### src/design/fpa_div_stage.sv
// one restoring-division step with its registers
// depends on nothing but its parameter
`timescale 1ns / 1ps

module fpa_div_stage #(
   parameter int unsigned NW = 41
) (
   input  logic          clock,
   input  logic          en,
   input  logic [32:0]   rem_i,
   input  logic [NW-1:0] quo_i,
   input  logic [32:0]   d_i,
   output logic [32:0]   rem_ff,
   output logic [NW-1:0] quo_ff,
   output logic [32:0]   d_ff
);

   logic [33:0]   t;
   logic [33:0]   diff;
   logic          ge;
   logic [32:0]   rem_in;
   logic [NW-1:0] quo_in;

   always_comb begin
      t      = {rem_i, quo_i[NW-1]};
      diff   = t - {1'b0, d_i};
      ge     = (t >= {1'b0, d_i});
      rem_in = ge ? diff[32:0] : t[32:0];
      quo_in = {quo_i[NW-2:0], ge};
   end

   always_ff @(posedge clock) begin
      if (en) begin
         rem_ff <= rem_in;
         quo_ff <= quo_in;
         d_ff   <= d_i;
      end
   end

endmodule

### config.mk
export PLATFORM = sky130hd
export DESIGN_NAME = fpa_div_stage
export DESIGN_NICKNAME = d
export VERILOG_FILES = /design/src/design/fpa_div_stage.sv
export SDC_FILE = /design/constraint.sdc
export NUM_CORES = 1
export LEC_CHECK = 0
export ABC_CLOCK_PERIOD_IN_PS = 6900
export BUFFER_PORTS_ARGS = -buffer_cell sky130_fd_sc_hd__buf_2
export CORE_ASPECT_RATIO = 0.75
export CORE_MARGIN = 3
export CORE_UTILIZATION = 30
export CTS_CLUSTER_DIAMETER = 50
export DETAILED_ROUTE_END_ITERATION = 6
export GPL_TIMING_DRIVEN = 0
export PLACE_DENSITY = 0.58
export SKIP_CTS_REPAIR_TIMING = 1
export SLEW_MARGIN = 20
export SYNTH_ARGS = -nofsm -noshare
export SYNTH_HDL_FRONTEND = slang
export SYNTH_SLANG_ARGS = --single-unit
### constraint.sdc
create_clock -name clock -period 6.9 [get_ports clock]
set_clock_uncertainty 0.2 [all_clocks]
set_input_delay 1.38 -clock clock [delete_from_list [all_inputs] [get_ports clock]]
set_output_delay 1.38 -clock clock [all_outputs]
set_load 0.02 [all_outputs]
==> metrics.md <==
| Metric | Value |
|---|---|
| Worst EP required | slightly below 7 ns |
| CP startpoint kind | input pin |
| CTS Sinks | approximately 110 |
| Cell variety after synth | 60 |
| Switching power | between 0.5 and 0.6 mW |
| Vias per inst | 4.59 |
| DIE AREA | 20800 um2 |
| Fin. max-slew vios | 0 |
| Worst setup EP type | flip-flop |
| Global-route wire length before repair | 23.2 mm |
| Wire per inst | 15.5 um |
| Total gr overflow | 0 |
| CTS H-tree depth | 3 |
| Synth Instances | 473 |
| Max-Slew Margin vs Limit | 63.5% |
| Part of the power in registers | 45.5% |
| Leading area contributor after synthesis | edfxtp_1 |
| CTS tree | yes |
| Placed instance area | ~7200 um2 |
| Final-report setup violation count | 0 |
| Synth Register Bits | ~110 |
| Final WL | 14.7 mm |
| Fin crit share | 60.6% |
| Commonest non-fill, non-tap cell in the layout | buf_2 |
| Initial DRC count | 193 |
| Tot Pwr | 1.78 mW |
| Leak | 3.26 nW |
| Max clock buf depth | 2 |
| Mapped Nets | a little over 600 |
| Syn Area/Cell | roughly 12 um2 |
| Hold Fails Final Rpt | 0 |
| Data arrival, critical path | 4.09 ns |
| Max Clk Rate | roughly 0.24 GHz |
| Area contributors post-synth | edfxtp_1, ha_1, o21ai_2 |
| Clock slew at the register clock pins of the worst setup and hold paths | roughly 0.08 ns |
| Worst Hold Class | input pin to flip-flop |
| Outcome | finished clean |
| Min cycle time layout | 4.18 ns |
| Initial antenna violation count | 0 |
| Net Sw Frac | 31.2% |
| Antenna Cells | 0 |
| Comb power frac | 26.1% |
| Gr usage total | 13.9% |
| RSZ-0062 raised after global routing | false |
| # rows | 43 |
| # fillers | 1891 |
| Pint | 1.22 mW |
| Ys async rst share | 0% |
| Seq/Total Area, Yosys | 56.0% |
| Crit path kind | input pin to flip-flop |
| Slew @ Worst Pin | 0.547 ns |
| Main synth FF type | edfxtp_1 |
| Final antenna-violating net count | 0 |
| GP Congestion | 0.847 |
| Placeable Area | between 15000 and 20000 um2 |
| Hold Startpoint | quo_i[5] |
| Peak supply drop | 0.120 mV |
| Clock power frac | 28.3% |
| CTS buffer count | 9 |
| Max Cap Viol | 0 |
| Crit path from | quo_i[40] |
| Initial core utilization | 30.8% |
| TNS Setup | 0 ns |
| First-pass iteration count of the detailed router | 4 |
| Die height | around 130 um |
| Post-route cell area | about 7400 um2 |
| Area grow syn2layout | 29.7% |
| Post-synth EDFFs | 107 |
| Vias in the first global route | 4259 |
| Number of port buffers | around 220 |
| CP Max Fanout | 10 |
| Pin count of the biggest net entering global routing | 56 |
| Synth top area share | 56.0% |
| Drt drc | 0 |
| DP Wirelength | 11.7 mm |
| Ys Warns | 0 |
| Die X | about 170 um |
| Nets | 843 |
| Cell area after synthesis | 5740 um2 |
| Layout cells sized above 1 | 41.3% |
| Total number of vias | 4369 |
| Top Ports | 216 |
| Commonest cells after routing, fill and taps aside | buf_2, edfxtp_1, inv_1 |
| CTS root buffer | clkbuf_16 |
| Pwr dens | 239 nW/um2 |
==> per-stage QoR <==
stage          setup slack, ns  instances  util, %  hold slack, ns
3_5_place_dp              2.34        936     38.5            1.36
2_1_floorplan             2.87        473        -            1.28
4_1_cts                   2.71        952     40.0           0.976
3_3_place_gp              2.35        935     38.3            1.36
5_1_grt                   2.53        952     40.0           0.974
6_report                  2.72        952     40.0           0.998
==> worst max-delay path, cell delays in order <==
cell	delay [ns]
buf_2	0.11
inv_1	0.05
ha_1	0.16
inv_1	0.05
fa_1	0.41
a21o_1	0.23
a221oi_2	0.43
o21ai_2	0.14
a21boi_2	0.31
o31ai_2	0.17
a21oi_4	0.18
buf_12	0.16
mux2_4	0.29
==> cell usage after synthesis, types with 5 or more instances <==
library cell / count
o21bai_1: 6
edfxtp_1: 107
o21ai_0: 14
a21o_1: 12
nand2_1: 42
nand3_1: 6
a21oi_1: 32
o21ai_2: 20
xor2_1: 13
xnor2_1: 15
and3_1: 7
buf_6: 5
buf_2: 6
nand4_1: 5
nor2_1: 14
inv_1: 44
nand2_2: 10
ha_1: 33
o21ai_1: 13
==> flip-flops by register name, summed over array words and instances (netlist names) <==
signal and cells:
rem_ff 33, d_ff 33, quo_ff 41
==> area by class of cell <==
cell class | instances | area (um2) | area share, %
multi-input combinational | 304 | 2210 | 29.7
clock buffer | 10 | 229 | 3.08
clock inverter | 6 | 56.3 | 0.756
sequential | 107 | 3210 | 43.2
timing repair buffer | 216 | 1110 | 14.9
inverter | 45 | 169 | 2.27
tap | 247 | 309 | 4.15
buffer | 17 | 145 | 1.95
==> cells by family after synthesis <==
| logic type | Yosys count | synth area share [%] |
|---|---|---|
| AND/OR/NAND/NOR | 105 | 9.02 |
| flip-flops | 107 | 56.0 |
| AO/OA/AOI/OAI | 136 | 17.5 |
| buffers and inverters | 62 | 5.47 |
| XOR/XNOR | 28 | 4.27 |
| multiplexers | 1 | 0.261 |
| adder cells (fa/ha/maj) | 34 | 7.54 |
==> power groups by stage <==
stage | combinational, mW | clock [mW] | sequential, mW
after floorplan | 0.212 | 0 | 0.917
after global placement | 0.465 | 0 | 0.826
after detailed placement | 0.469 | 0 | 0.826
after CTS | 0.471 | 0.531 | 0.811
after global routing | 0.512 | 0.550 | 0.817
final | 0.465 | 0.504 | 0.810
==> path summary, 6_finish.rpt <==
path | end | slack, ns | depth (start not counted)
setup / recovery | rem_ff[1] | 2.72 | 13
hold / removal | quo_ff[6] | 1.0 | 1
==> layer usage <==
layer	vias to the layer above	wire length, um	global-route usage [%]
met3	8	872	4.11
met4	0	100	2.35
met5	-	0	0
li1	2215	-	-
met1	2024	7170	19.6
met2	122	6570	21.7
(Power assumes the default switching activity.)
